===== src/hw/rtl/mfq_pkg.sv =====
package mfq_pkg;

  localparam int DEPTH    = 32;
  localparam int LEVELS   = 3;
  localparam int RAM_DEPTH = LEVELS * DEPTH;
  localparam int PTR_W    = (DEPTH > 1) ? $clog2(DEPTH) : 1;
  localparam int CNT_W    = $clog2(DEPTH + 1);
  localparam int LIVE_W   = CNT_W + 2;
  localparam int ADDR_W   = $clog2(LEVELS * DEPTH);
  localparam int ID_W     = 8;
  localparam int TIME_W   = 16;
  localparam int ENTRY_W  = ID_W + TIME_W;
  localparam int TOTAL_W  = 32;
  localparam int LVL_W    = 2;
  localparam int CFG_IDX_W = 2;

  localparam logic [LVL_W-1:0] LVL_ONE   = 2'd0;
  localparam logic [LVL_W-1:0] LVL_TWO   = 2'd1;
  localparam logic [LVL_W-1:0] LVL_THREE = 2'd2;

  localparam logic [1:0] STAT_ADMIT = 2'd0;
  localparam logic [1:0] STAT_FULL  = 2'd1;
  localparam logic [1:0] STAT_SLICE = 2'd2;
  localparam logic [1:0] STAT_IDLE  = 2'd3;

  localparam logic CMD_ADMIT    = 1'b0;
  localparam logic CMD_DISPATCH = 1'b1;

  localparam logic [CFG_IDX_W-1:0] REG_L1_QUANTUM = 2'd0;
  localparam logic [CFG_IDX_W-1:0] REG_L2_QUANTUM = 2'd1;

  localparam logic [TIME_W-1:0] L1_QUANTUM_RST = 16'd4;
  localparam logic [TIME_W-1:0] L2_QUANTUM_RST = 16'd8;

  typedef enum logic {
    ST_ACCEPT,
    ST_EXEC
  } state_t;

  typedef struct packed {
    logic [TIME_W-1:0] slice;
    logic [TIME_W-1:0] remain;
    logic              done;
    logic              demote;
  } slice_res_t;

  function automatic logic [PTR_W-1:0] ring_tail(input logic [PTR_W-1:0] head,
                                                 input logic [CNT_W-1:0] count);
    logic [CNT_W:0] sum;
    sum = (CNT_W + 1)'(head) + (CNT_W + 1)'(count);
    if (sum >= (CNT_W + 1)'(DEPTH)) begin
      sum = sum - (CNT_W + 1)'(DEPTH);
    end
    return sum[PTR_W-1:0];
  endfunction

  function automatic logic [PTR_W-1:0] ring_next(input logic [PTR_W-1:0] ptr);
    logic [PTR_W:0] sum;
    sum = (PTR_W + 1)'(ptr) + (PTR_W + 1)'(1);
    if (sum >= (PTR_W + 1)'(DEPTH)) begin
      sum = '0;
    end
    return sum[PTR_W-1:0];
  endfunction

  function automatic logic [ADDR_W-1:0] ring_addr(input logic [LVL_W-1:0] lvl,
                                                  input logic [PTR_W-1:0] ptr);
    return ADDR_W'(lvl) * ADDR_W'(DEPTH) + ADDR_W'(ptr);
  endfunction

endpackage


===== src/hw/rtl/multilevel_feedback_queue_scheduler.sv =====
// Three-level feedback-queue scheduler; jobs live in one shared ring RAM.
// Admit, reject and idle transactions give a result in the cycle after
// acceptance; a dispatch goes through the RAM read register, then the update.
// Throughput: 1 admit per cycle unless the output stalls; no new item is
// taken while a dispatch updates (registered RAM read). No clearing pass.
// Reset (rst_n low, synchronous): rings empty, elapsed time 0, quanta 4 and 8.
module multilevel_feedback_queue_scheduler (
  input  logic                          clk,
  input  logic                          rst_n,
  input  logic                          in_valid,
  output logic                          in_stall,
  input  logic                          in_command,
  input  logic [mfq_pkg::ID_W-1:0]      in_job_id,
  input  logic [mfq_pkg::TIME_W-1:0]    in_burst_length,
  output logic                          out_valid,
  input  logic                          out_stall,
  output logic [1:0]                    out_status,
  output logic [mfq_pkg::ID_W-1:0]      out_served_id,
  output logic [mfq_pkg::TIME_W-1:0]    out_slice_run,
  output logic [mfq_pkg::LVL_W-1:0]     out_served_level,
  output logic                          out_job_done,
  output logic [mfq_pkg::TOTAL_W-1:0]   out_elapsed_time,
  input  logic                          cfg_wr_en,
  input  logic [mfq_pkg::CFG_IDX_W-1:0] cfg_index,
  input  logic [mfq_pkg::TIME_W-1:0]    cfg_wr_data
);

  mfq_pkg::state_t                state_r, state_nxt;
  logic [mfq_pkg::PTR_W-1:0]      head_r [mfq_pkg::LEVELS];
  logic [mfq_pkg::PTR_W-1:0]      head_nxt [mfq_pkg::LEVELS];
  logic [mfq_pkg::CNT_W-1:0]      cnt_r [mfq_pkg::LEVELS];
  logic [mfq_pkg::CNT_W-1:0]      cnt_nxt [mfq_pkg::LEVELS];
  logic [mfq_pkg::TOTAL_W-1:0]    total_r, total_nxt;
  logic [mfq_pkg::LVL_W-1:0]      lvl_r, lvl_nxt;
  logic [mfq_pkg::TIME_W-1:0]     l1_quantum_r, l2_quantum_r;

  logic                           out_valid_r, out_valid_nxt;
  logic [1:0]                     out_status_r, out_status_nxt;
  logic [mfq_pkg::ID_W-1:0]       out_id_r, out_id_nxt;
  logic [mfq_pkg::TIME_W-1:0]     out_slice_r, out_slice_nxt;
  logic [mfq_pkg::LVL_W-1:0]      out_level_r, out_level_nxt;
  logic                           out_done_r, out_done_nxt;
  logic [mfq_pkg::TOTAL_W-1:0]    out_elapsed_r, out_elapsed_nxt;
  logic                           out_load;

  logic                           ready;
  logic                           accept;
  logic [mfq_pkg::LIVE_W-1:0]     live;
  logic                           full;
  logic                           any_job;
  logic [mfq_pkg::LVL_W-1:0]      sel_lvl;
  logic [mfq_pkg::LVL_W-1:0]      next_lvl;

  logic                           wr_en;
  logic [mfq_pkg::ADDR_W-1:0]     wr_addr;
  logic [mfq_pkg::ENTRY_W-1:0]    wr_data;
  logic                           rd_en;
  logic [mfq_pkg::ADDR_W-1:0]     rd_addr;
  logic [mfq_pkg::ENTRY_W-1:0]    rd_data;
  mfq_pkg::slice_res_t            res;

  mfq_ram #(
    .WIDTH (mfq_pkg::ENTRY_W),
    .DEPTH (mfq_pkg::RAM_DEPTH)
  ) u_ring_ram (
    .clk     (clk),
    .wr_en   (wr_en),
    .wr_addr (wr_addr),
    .wr_data (wr_data),
    .rd_en   (rd_en),
    .rd_addr (rd_addr),
    .rd_data (rd_data)
  );

  mfq_slice u_slice (
    .entry      (rd_data),
    .lvl        (lvl_r),
    .l1_quantum (l1_quantum_r),
    .l2_quantum (l2_quantum_r),
    .res        (res)
  );

  assign ready    = (state_r == mfq_pkg::ST_ACCEPT) && (!out_valid_r || !out_stall);
  assign accept   = in_valid && ready;
  assign in_stall = !ready;
  assign live     = mfq_pkg::LIVE_W'(cnt_r[0]) + mfq_pkg::LIVE_W'(cnt_r[1])
                  + mfq_pkg::LIVE_W'(cnt_r[2]);
  assign full     = live >= mfq_pkg::LIVE_W'(mfq_pkg::DEPTH);
  assign any_job  = (cnt_r[0] != '0) || (cnt_r[1] != '0) || (cnt_r[2] != '0);
  assign next_lvl = lvl_r + mfq_pkg::LVL_W'(1);

  always_comb begin
    if (cnt_r[0] != '0) begin
      sel_lvl = mfq_pkg::LVL_ONE;
    end else if (cnt_r[1] != '0) begin
      sel_lvl = mfq_pkg::LVL_TWO;
    end else begin
      sel_lvl = mfq_pkg::LVL_THREE;
    end
  end

  always_comb begin
    state_nxt       = state_r;
    head_nxt        = head_r;
    cnt_nxt         = cnt_r;
    total_nxt       = total_r;
    lvl_nxt         = lvl_r;
    out_load        = 1'b0;
    out_status_nxt  = out_status_r;
    out_id_nxt      = out_id_r;
    out_slice_nxt   = out_slice_r;
    out_level_nxt   = out_level_r;
    out_done_nxt    = out_done_r;
    out_elapsed_nxt = out_elapsed_r;
    wr_en           = 1'b0;
    wr_addr         = mfq_pkg::ring_addr(mfq_pkg::LVL_ONE,
                        mfq_pkg::ring_tail(head_r[0], cnt_r[0]));
    wr_data         = {in_job_id, in_burst_length};
    rd_en           = 1'b0;
    rd_addr         = mfq_pkg::ring_addr(sel_lvl, head_r[sel_lvl]);

    unique case (state_r)
      mfq_pkg::ST_ACCEPT: begin
        if (accept) begin
          out_slice_nxt   = '0;
          out_level_nxt   = '0;
          out_done_nxt    = 1'b0;
          out_id_nxt      = '0;
          out_elapsed_nxt = total_r;
          if (in_command == mfq_pkg::CMD_ADMIT) begin
            out_load = 1'b1;
            if (full) begin
              out_status_nxt = mfq_pkg::STAT_FULL;
            end else begin
              out_status_nxt = mfq_pkg::STAT_ADMIT;
              out_id_nxt     = in_job_id;
              wr_en          = 1'b1;
              cnt_nxt[0]     = cnt_r[0] + mfq_pkg::CNT_W'(1);
            end
          end else if (!any_job) begin
            out_load       = 1'b1;
            out_status_nxt = mfq_pkg::STAT_IDLE;
          end else begin
            rd_en     = 1'b1;
            lvl_nxt   = sel_lvl;
            state_nxt = mfq_pkg::ST_EXEC;
          end
        end
      end
      mfq_pkg::ST_EXEC: begin
        head_nxt[lvl_r] = mfq_pkg::ring_next(head_r[lvl_r]);
        cnt_nxt[lvl_r]  = cnt_r[lvl_r] - mfq_pkg::CNT_W'(1);
        total_nxt       = total_r + mfq_pkg::TOTAL_W'(res.slice);
        if (res.demote) begin
          wr_en             = 1'b1;
          wr_addr           = mfq_pkg::ring_addr(next_lvl,
                                mfq_pkg::ring_tail(head_r[next_lvl], cnt_r[next_lvl]));
          wr_data           = {rd_data[mfq_pkg::ENTRY_W-1:mfq_pkg::TIME_W], res.remain};
          cnt_nxt[next_lvl] = cnt_r[next_lvl] + mfq_pkg::CNT_W'(1);
        end
        out_load        = 1'b1;
        out_status_nxt  = mfq_pkg::STAT_SLICE;
        out_id_nxt      = rd_data[mfq_pkg::ENTRY_W-1:mfq_pkg::TIME_W];
        out_slice_nxt   = res.slice;
        out_level_nxt   = next_lvl;
        out_done_nxt    = res.done;
        out_elapsed_nxt = total_nxt;
        state_nxt       = mfq_pkg::ST_ACCEPT;
      end
      default: state_nxt = mfq_pkg::ST_ACCEPT;
    endcase

    if (out_valid_r && !out_stall) begin
      out_valid_nxt = 1'b0;
    end else begin
      out_valid_nxt = out_valid_r;
    end
    if (out_load) begin
      out_valid_nxt = 1'b1;
    end
  end

  always_ff @(posedge clk) begin
    if (!rst_n) begin
      state_r      <= mfq_pkg::ST_ACCEPT;
      total_r      <= '0;
      out_valid_r  <= 1'b0;
      l1_quantum_r <= mfq_pkg::L1_QUANTUM_RST;
      l2_quantum_r <= mfq_pkg::L2_QUANTUM_RST;
      for (int i = 0; i < mfq_pkg::LEVELS; i++) begin
        head_r[i] <= '0;
        cnt_r[i]  <= '0;
      end
    end else begin
      state_r     <= state_nxt;
      total_r     <= total_nxt;
      out_valid_r <= out_valid_nxt;
      head_r      <= head_nxt;
      cnt_r       <= cnt_nxt;
      if (cfg_wr_en) begin
        unique case (cfg_index)
          mfq_pkg::REG_L1_QUANTUM: l1_quantum_r <= cfg_wr_data;
          mfq_pkg::REG_L2_QUANTUM: l2_quantum_r <= cfg_wr_data;
          default: ;
        endcase
      end
    end
  end

  always_ff @(posedge clk) begin
    lvl_r         <= lvl_nxt;
    out_status_r  <= out_status_nxt;
    out_id_r      <= out_id_nxt;
    out_slice_r   <= out_slice_nxt;
    out_level_r   <= out_level_nxt;
    out_done_r    <= out_done_nxt;
    out_elapsed_r <= out_elapsed_nxt;
  end

  assign out_valid        = out_valid_r;
  assign out_status       = out_status_r;
  assign out_served_id    = out_id_r;
  assign out_slice_run    = out_slice_r;
  assign out_served_level = out_level_r;
  assign out_job_done     = out_done_r;
  assign out_elapsed_time = out_elapsed_r;

  a_live_bound: assert property (@(posedge clk) disable iff (!rst_n)
    live <= mfq_pkg::LIVE_W'(mfq_pkg::DEPTH))
    else $error("live job count exceeds ring depth");

  a_exec_slot_free: assert property (@(posedge clk) disable iff (!rst_n)
    (state_r == mfq_pkg::ST_EXEC) |-> !out_valid_r)
    else $error("dispatch update with output slot occupied");

  a_exec_result: assert property (@(posedge clk) disable iff (!rst_n)
    (state_r == mfq_pkg::ST_EXEC) |=> (out_valid_r && out_status_r == mfq_pkg::STAT_SLICE))
    else $error("dispatch update gave no slice result");

  a_exec_nonempty: assert property (@(posedge clk) disable iff (!rst_n)
    (state_r == mfq_pkg::ST_EXEC) |-> (cnt_r[lvl_r] != '0))
    else $error("pop from an empty ring");

endmodule


===== src/hw/rtl/mfq_ram.sv =====
module mfq_ram #(
  parameter int WIDTH = 24,
  parameter int DEPTH = 96
) (
  input  logic                     clk,
  input  logic                     wr_en,
  input  logic [$clog2(DEPTH)-1:0] wr_addr,
  input  logic [WIDTH-1:0]         wr_data,
  input  logic                     rd_en,
  input  logic [$clog2(DEPTH)-1:0] rd_addr,
  output logic [WIDTH-1:0]         rd_data
);

  logic [WIDTH-1:0] mem [DEPTH];

  always_ff @(posedge clk) begin
    if (wr_en) begin
      mem[wr_addr] <= wr_data;
    end
    if (rd_en) begin
      rd_data <= mem[rd_addr];
    end
  end

endmodule


===== src/hw/rtl/mfq_slice.sv =====
module mfq_slice (
  input  logic [mfq_pkg::ENTRY_W-1:0] entry,
  input  logic [mfq_pkg::LVL_W-1:0]   lvl,
  input  logic [mfq_pkg::TIME_W-1:0]  l1_quantum,
  input  logic [mfq_pkg::TIME_W-1:0]  l2_quantum,
  output mfq_pkg::slice_res_t         res
);

  logic [mfq_pkg::TIME_W-1:0] rem;
  logic [mfq_pkg::TIME_W-1:0] quantum;
  logic [mfq_pkg::TIME_W-1:0] slice;
  logic                       last_level;

  always_comb begin
    rem        = entry[mfq_pkg::TIME_W-1:0];
    last_level = (lvl == mfq_pkg::LVL_THREE);
    quantum    = (lvl == mfq_pkg::LVL_ONE) ? l1_quantum : l2_quantum;
    if (last_level) begin
      slice = rem;
    end else begin
      slice = (rem < quantum) ? rem : quantum;
    end
    res.slice  = slice;
    res.remain = rem - slice;
    res.done   = last_level || (res.remain == '0);
    res.demote = !res.done;
  end

endmodule


===== config.mk =====
export PLATFORM = sky130hd
export DESIGN_NAME = multilevel_feedback_queue_scheduler
export DESIGN_NICKNAME = d
export VERILOG_FILES = /design/src/hw/rtl/mfq_pkg.sv /design/src/hw/rtl/multilevel_feedback_queue_scheduler.sv /design/src/hw/rtl/mfq_ram.sv /design/src/hw/rtl/mfq_slice.sv
export SDC_FILE = /design/constraint.sdc
export NUM_CORES = 2
export LEC_CHECK = 0
export BUFFER_PORTS_ARGS = -buffer_cell sky130_fd_sc_hd__buf_2
export CAP_MARGIN = 5
export CORE_MARGIN = 8
export CORE_UTILIZATION = 29
export CTS_CLUSTER_SIZE = 20
export DETAILED_ROUTE_END_ITERATION = 10
export GPL_ROUTABILITY_DRIVEN = 0
export PLACE_DENSITY = 0.56
export SLEW_MARGIN = 40
export SYNTH_ARGS = -nofsm -noshare
export SYNTH_HDL_FRONTEND = slang
export SYNTH_HIERARCHICAL = 1
export SYNTH_SLANG_ARGS = --single-unit

===== constraint.sdc =====
create_clock -name clk -period 9.9 [get_ports clk]
set_input_delay 0.495 -clock clk [delete_from_list [all_inputs] [get_ports clk]]
set_output_delay 0.495 -clock clk [all_outputs]
set_load 0.05 [all_outputs]

* Word level (Yosys, flattened, before mapping)
Memory sizes are Yosys's and may differ from the RTL's. A register that Yosys moved wholly into a read port is not among the register bits.
Cells that the tools add are included.
** Word-level totals
- Memory bits (writable) :: 2304
- Register bits after elaboration :: 162
- Input bits :: 48
- Logic and storage cells :: 157
- Memories :: 1
** Memory list
- u_ring_ram.mem :: words 96, bits a word 24, rd ports 1, clocked after Yosys merged registers in 1, wr ports 1, line mfq_ram.sv:14 : logic [WIDTH-1:0] mem [DEPTH];
** Operators by class
- Bitwise operators :: 4
- $add $sub $neg :: 15
- Equal/unequal tests :: 6
- $lt $le $gt $ge :: 10
- Mux-type cells :: 79
- Reductions and logical operators :: 24
** Operators by type and width (count)
- two-way mux 5 bit :: 13
- two-way mux 16 bit :: 4
- one-hot mux 32 bit (2 select lines) :: 1
- two-way mux 6 bit :: 9
- two-way mux 24 bit :: 2
- bitwise mux 18 bit :: 2
- adder 32 x 16 -> 32 bit :: 1
- two-way mux 32 bit :: 1
- one-hot mux 16 bit (2 select lines) :: 1
- binary-select mux 5 bit (select 2 bit) :: 3
- binary-select mux 6 bit (select 2 bit) :: 2
- demux 6 bit (select 2 bit) :: 2
- two-way mux 8 bit :: 3
- two-way mux 18 bit :: 1
- nonzero test 6 bit :: 3
- two-way mux 1 bit :: 17
- zero test 16 bit :: 1
- < comparator 16 bit :: 1
- one-hot mux 8 bit (2 select lines) :: 1
- subtractor 16 bit :: 1
- bitwise mux 15 bit :: 1
- adder 5 x 6 -> 7 bit :: 2
- adder 7 x 5 -> 7 bit :: 2
- >= comparator 7 x 6 -> 1 bit (second input constant) :: 2
- 31 further kinds :: 62

* Logic depth before layout (Yosys ltp)
- Depth in word-level cells :: 13
- Depth in mapped cells :: 36
- Depth with buffers taken out :: 28

* By module
Netlist, hierarchy kept.
** By module, submodules not included
- mfq_ram :: cells each 4060, seq. area each 69907.0 um2, times used 1, area an instance 89716.0 um2
- multilevel_feedback_queue_scheduler :: cells each 1020, seq. area each 3873.7 um2, times used 1, area an instance 9341.5 um2
- mfq_slice :: cells each 302, seq. area each 0.0 um2, times used 1, area an instance 2102.0 um2

* Least setup slack after synthesis
OpenSTA, ideal clock, no wires.
- Kind :: flip-flop to flip-flop
- From :: register lvl_r[1] (netlist bit)
- To :: memory u_ring_ram.mem[50][0] (enable)
- Stages on the path, launching flop included :: 34
- Library setup time :: 0.435 ns
- Path buffers :: 7
- Clock period less this slack :: 10.185 ns
- Slack :: -0.285 ns
- Data required time :: 9.465 ns
- Arrival :: 9.749 ns
- Cell sequence :: edfxtp_1 > buf_6 > nor2_2 > buf_2 > mux2i_1 > ha_1 > and4_1 > and2_0 > a221o_1 > a21boi_1 > nand2_1 > clkbuf_1 > clkbuf_1 > clkbuf_1 > clkbuf_1 > nor2_1 > a31oi_1 > ha_1 > fa_1 > nand2_1 > nand2_1 > o31ai_1 > a41oi_1 > o221ai_2 > a21oi_1 > nand4b_1 > or4_1 > o31a_1 > nand2_1 > clkbuf_1 > o21ai_0 > nor2b_1 > nand3_1 > nor3_1
** RTL lines
- start, declared :: line multilevel_feedback_queue_scheduler.sv:34 : logic [mfq_pkg::LVL_W-1:0] lvl_r, lvl_nxt;
- start signal, assigned :: line multilevel_feedback_queue_scheduler.sv:211 : lvl_r <= lvl_nxt;
- end, declared :: line mfq_ram.sv:14

==> results.py <==
metrics = {
    "grt": {
        "gr-usage-all-layers_pct": 15.98,
        "grt_start_max_net_pins": 92,
        "via_count_of_the_first_global_routing_pass": 53960,
        "antenna_violations_before_repair": 20,
        "grt_pass1_wl_um": 424200,
        "globalRouteOverflowTotal": 0,
    },
    "setup_path": {
        "timing_worst_setup_path_type": "flop to flop",
        "end_kind": "flop",
        "critical_path.startpoint_type": "flop",
        "critPathMaxStageDelay_ns": 0.54,
        "critPathMaxFanout": 19,
        "timing_startpoint_of_the_critical_path": "lvl_r[1]$_DFFE_PP_",
        "r2r-start": "lvl_r[1]$_DFFE_PP_",
        "crit_path_frequent_cell": "nand2_1",
        "cp.arrival_ns": 10.04,
        "r2r_cells": 29,
        "cp_slowest_cell": "mux2_2",
        "worstPathRequired_ns": 10.48,
    },
    "clock_network": {
        "tritoncts_clock_tree": "yes",
        "clock_sinks": 2490,
        "cts.root.buffer_cell": "clkbuf_16",
        "cts_buffers": 281,
        "h-tree-depth": 5,
        "clk_transition_reported_paths_ns": 0.06,
        "clkLatencyLatePin_ns": 0.95,
        "cts-root-to-sink-buffers": 4,
    },
    "finish": {
        "layout.cells.most_common": "edfxtp_1",
        "post_route_cells_drive_above_1_share_pct": 24.57,
        "num-fill-cells": 32780,
        "most-common-layout-cells": "edfxtp_1 (2,391), mux4_2 (500), mux2i_1 (338)",
        "design.final.nets": 5871,
        "multiInputGateArea_um2": 26300,
        "area_delta_synth_final_pct": 16.27,
        "sequential_cell_area_um2": 73780,
    },
    "yosys": {
        "synthesis.instances": 5382,
        "compound_cell_area_share_of_the_yosys_netlist_pct": 4.354,
        "synth_top_family_by_area": "multiplexers",
        "synth_cell_types": 107,
        "synth_area_um2": 101200,
        "synth-xor-area-share_pct": 0.4848,
        "dominantRegCellSynth": "edfxtp_1",
        "yosys.area_share.simple_pct": 4.192,
        "async_reset_ff_share_pct": 0,
        "synth-seq-area-share_pct": 72.94,
        "ys.warnings.count": 6,
        "synth_register_bits": 2490,
        "synth_enable_flop_cells": 2391,
        "synth_mux_area_share_pct": 15.21,
        "synth-adder-area-share_pct": 0.9969,
        "mappedNetlistNets": 5500,
        "syn_avg_cell_area_um2": 18.80,
    },
    "route": {
        "final_antenna_net_count": 0,
        "routedWlPerCell_um": 28.74,
        "drt_iter0_drc": 7662,
        "vias_post_dr": 55250,
        "drt_drc_violations_left": 0,
        "detail_route.vias_per_cell": 5.242,
        "number_of_detailed_routing_iterations_run_before_antenna_repair": 6,
        "totalWireLength_um": 302900,
    },
    "sta": {
        "max_slew_margin_pct": 37.12,
        "fmaxAchievable_mhz": 105.7,
        "fin_worst_hold_slack_ns": 0.07577,
        "setup-violations-final": 0,
        "rsz_0062_raised_after_global_routing": "no",
        "worst_clock_skew_ns": 0.09528,
        "tmin_final_ns": 9.459,
        "layout_worst_path_cycle_share_pct": 95.54,
        "final_hold_viol_count": 0,
        "maxSlewViolCount": 0,
        "worstMarginPinSlew_ns": 0.9169,
        "setup_slack_ns": 0.4414,
    },
    "floorplan": {
        "initial_util_pct": 29.04,
        "die_y_um": 606.6,
        "pin_count": 111,
        "core.rowCount": 217,
        "die_area_um2": 368000,
        "core_um2": 348300,
        "die_w_um": 606.6,
    },
    "job": {
        "max_cap_violations": 0,
    },
    "power": {
        "leakagePower_nw": 37.03,
        "ir_worst_vdd_uv": 284.7,
        "power.density_nw_per_um2": 301.3,
    },
    "worst_hold_path": {
        "timing.hold.worst.class": "primary input to flop",
        "min_delay_path_depth": 3,
        "hold_path_startpoint": "in_job_id[5]",
    },
    "placed_design": {
        "dp.final_hpwl_um": 191400,
        "place.port_buffers": 110,
        "dp_worst_setup_slack_ns": -0.3150,
    },
    "outcome": {
        "outcome": "finished clean",
    },
}
## cell usage after synthesis (all sizes together) (29+ instances only)
master	instances	area (um2)
edfxtp	2391	71800
mux4	504	11370
mux2i	338	3383
nand2	303	1137
nor2	208	783.3
a21oi	163	834.6
buf	163	1182
clkbuf	123	462.9
dfxtp	99	1982
a22oi	95	713.2
nand3	92	478.0
o21ai	90	454.2
ha	59	738.2
mux2	57	641.9
and2	50	316.6
inv	50	187.7
nand2b	35	219.0
nor2b	35	219.0
nor3	34	170.2
o22ai	34	212.7
a211oi	31	232.7
xnor2	29	254.0
## metrics by stage
step	std cells	utilization [%]	TNS [ns]	power [mW]	area, um2
4_1_cts	10520	33.69	0	35.54	117300
5_1_grt	10540	33.76	0	36.42	117600
3_3_place_gp	10010	31.04	-62.48	25.77	108100
3_5_place_dp	10040	31.23	-16.50	25.89	108800
2_1_floorplan	5382	-	-52.52	20.38	101200
6_report	10540	33.77	0	35.43	117600
## cells by family (layout without fill, tap and decap cells)
| family | Yosys count | in the layout |
|---|---|---|
| xor+xnor | 56 | 56 |
| mux | 899 | 899 |
| buf+inv | 339 | 892 |
| other cells | 0 | 5 |
| fa+ha+maj | 75 | 75 |
| compound gates | 637 | 637 |
| simple gates | 886 | 886 |
| flops | 2490 | 2490 |
## per-layer routing
layer	GRT usage, %	up-vias	part of all wire [%]
met4	5.417	8	3.7
met5	0	-	0.017
li1	-	22690	-
met2	24.74	2734	45
met3	3.105	541	9.1
met1	22.53	29280	42
## critical path, delay by kind of cell, from the launching register on
family                     cells  cell delay (ns)
AOI/OAI and AO/OA             10             3.30
and+or+nand+nor               11             2.47
buffers and inverters          3             1.01
adders and majority gates      3             1.00
muxes                          2             0.84
DFF                            1             0.50
## state kept, by name, indices dropped and copies added (netlist names)
| signal | count |
|---|---|
| cnt_r | 18 |
| l2_quantum_r | 16 |
| l1_quantum_r | 16 |
| out_valid | 1 |
| u_ring_ram/mem | 2304 |
| out_status | 2 |
| out_served_id | 8 |
| out_slice_run | 16 |
| total_r | 32 |
| u_ring_ram/rd_data | 24 |
| state_r | 1 |
| lvl_r | 2 |
| out_job_done | 1 |
| head_r | 15 |
| out_served_level | 2 |
| out_elapsed_time | 32 |
## worst paths after layout
path | slack, ns | endpoint
worst min-delay path | 0.08 | out_served_id[5]$_DFFE_PP_
worst max-delay path | 0.44 | u_ring_ram/mem[26][9]$_DFFE_PP_
worst max register to register | 0.44 | u_ring_ram/mem[26][9]$_DFFE_PP_
worst min register to register | 0.46 | l1_quantum_r[9]$_SDFFE_PN0P_
## final cells by class
cell class                 count  share of cell area, %
antenna                        5                0.01064
clock buffer                 338                  6.276
sequential                  2490                  62.73
timing repair buffer         374                  2.748
multi-input combinational   2553                  22.36
tap                         4599                  4.892
clock inverter               127                 0.8127
inverter                      53                 0.1755
## report_power, final
group          total (mW)  switching (mW)  internal [mW]
clock network        9.66            4.05           5.61
logic                13.6            8.95           4.65
registers            12.2           0.111           12.1
## repair_timing
| item | 4_1_cts | 5_1_grt |
|---|---|---|
| hold endpoints to repair | 37 | 0 |
| gates cloned | 0 | 0 |
| resized for setup | 4 | 9 |
| hold buffers | 21 | 0 |
| pin swaps | 0 | 7 |
| endpoints found under the setup margin | 172 | 2321 |
| buffers inserted | 0 | 13 |
Power figures use the tool's default switching activity.
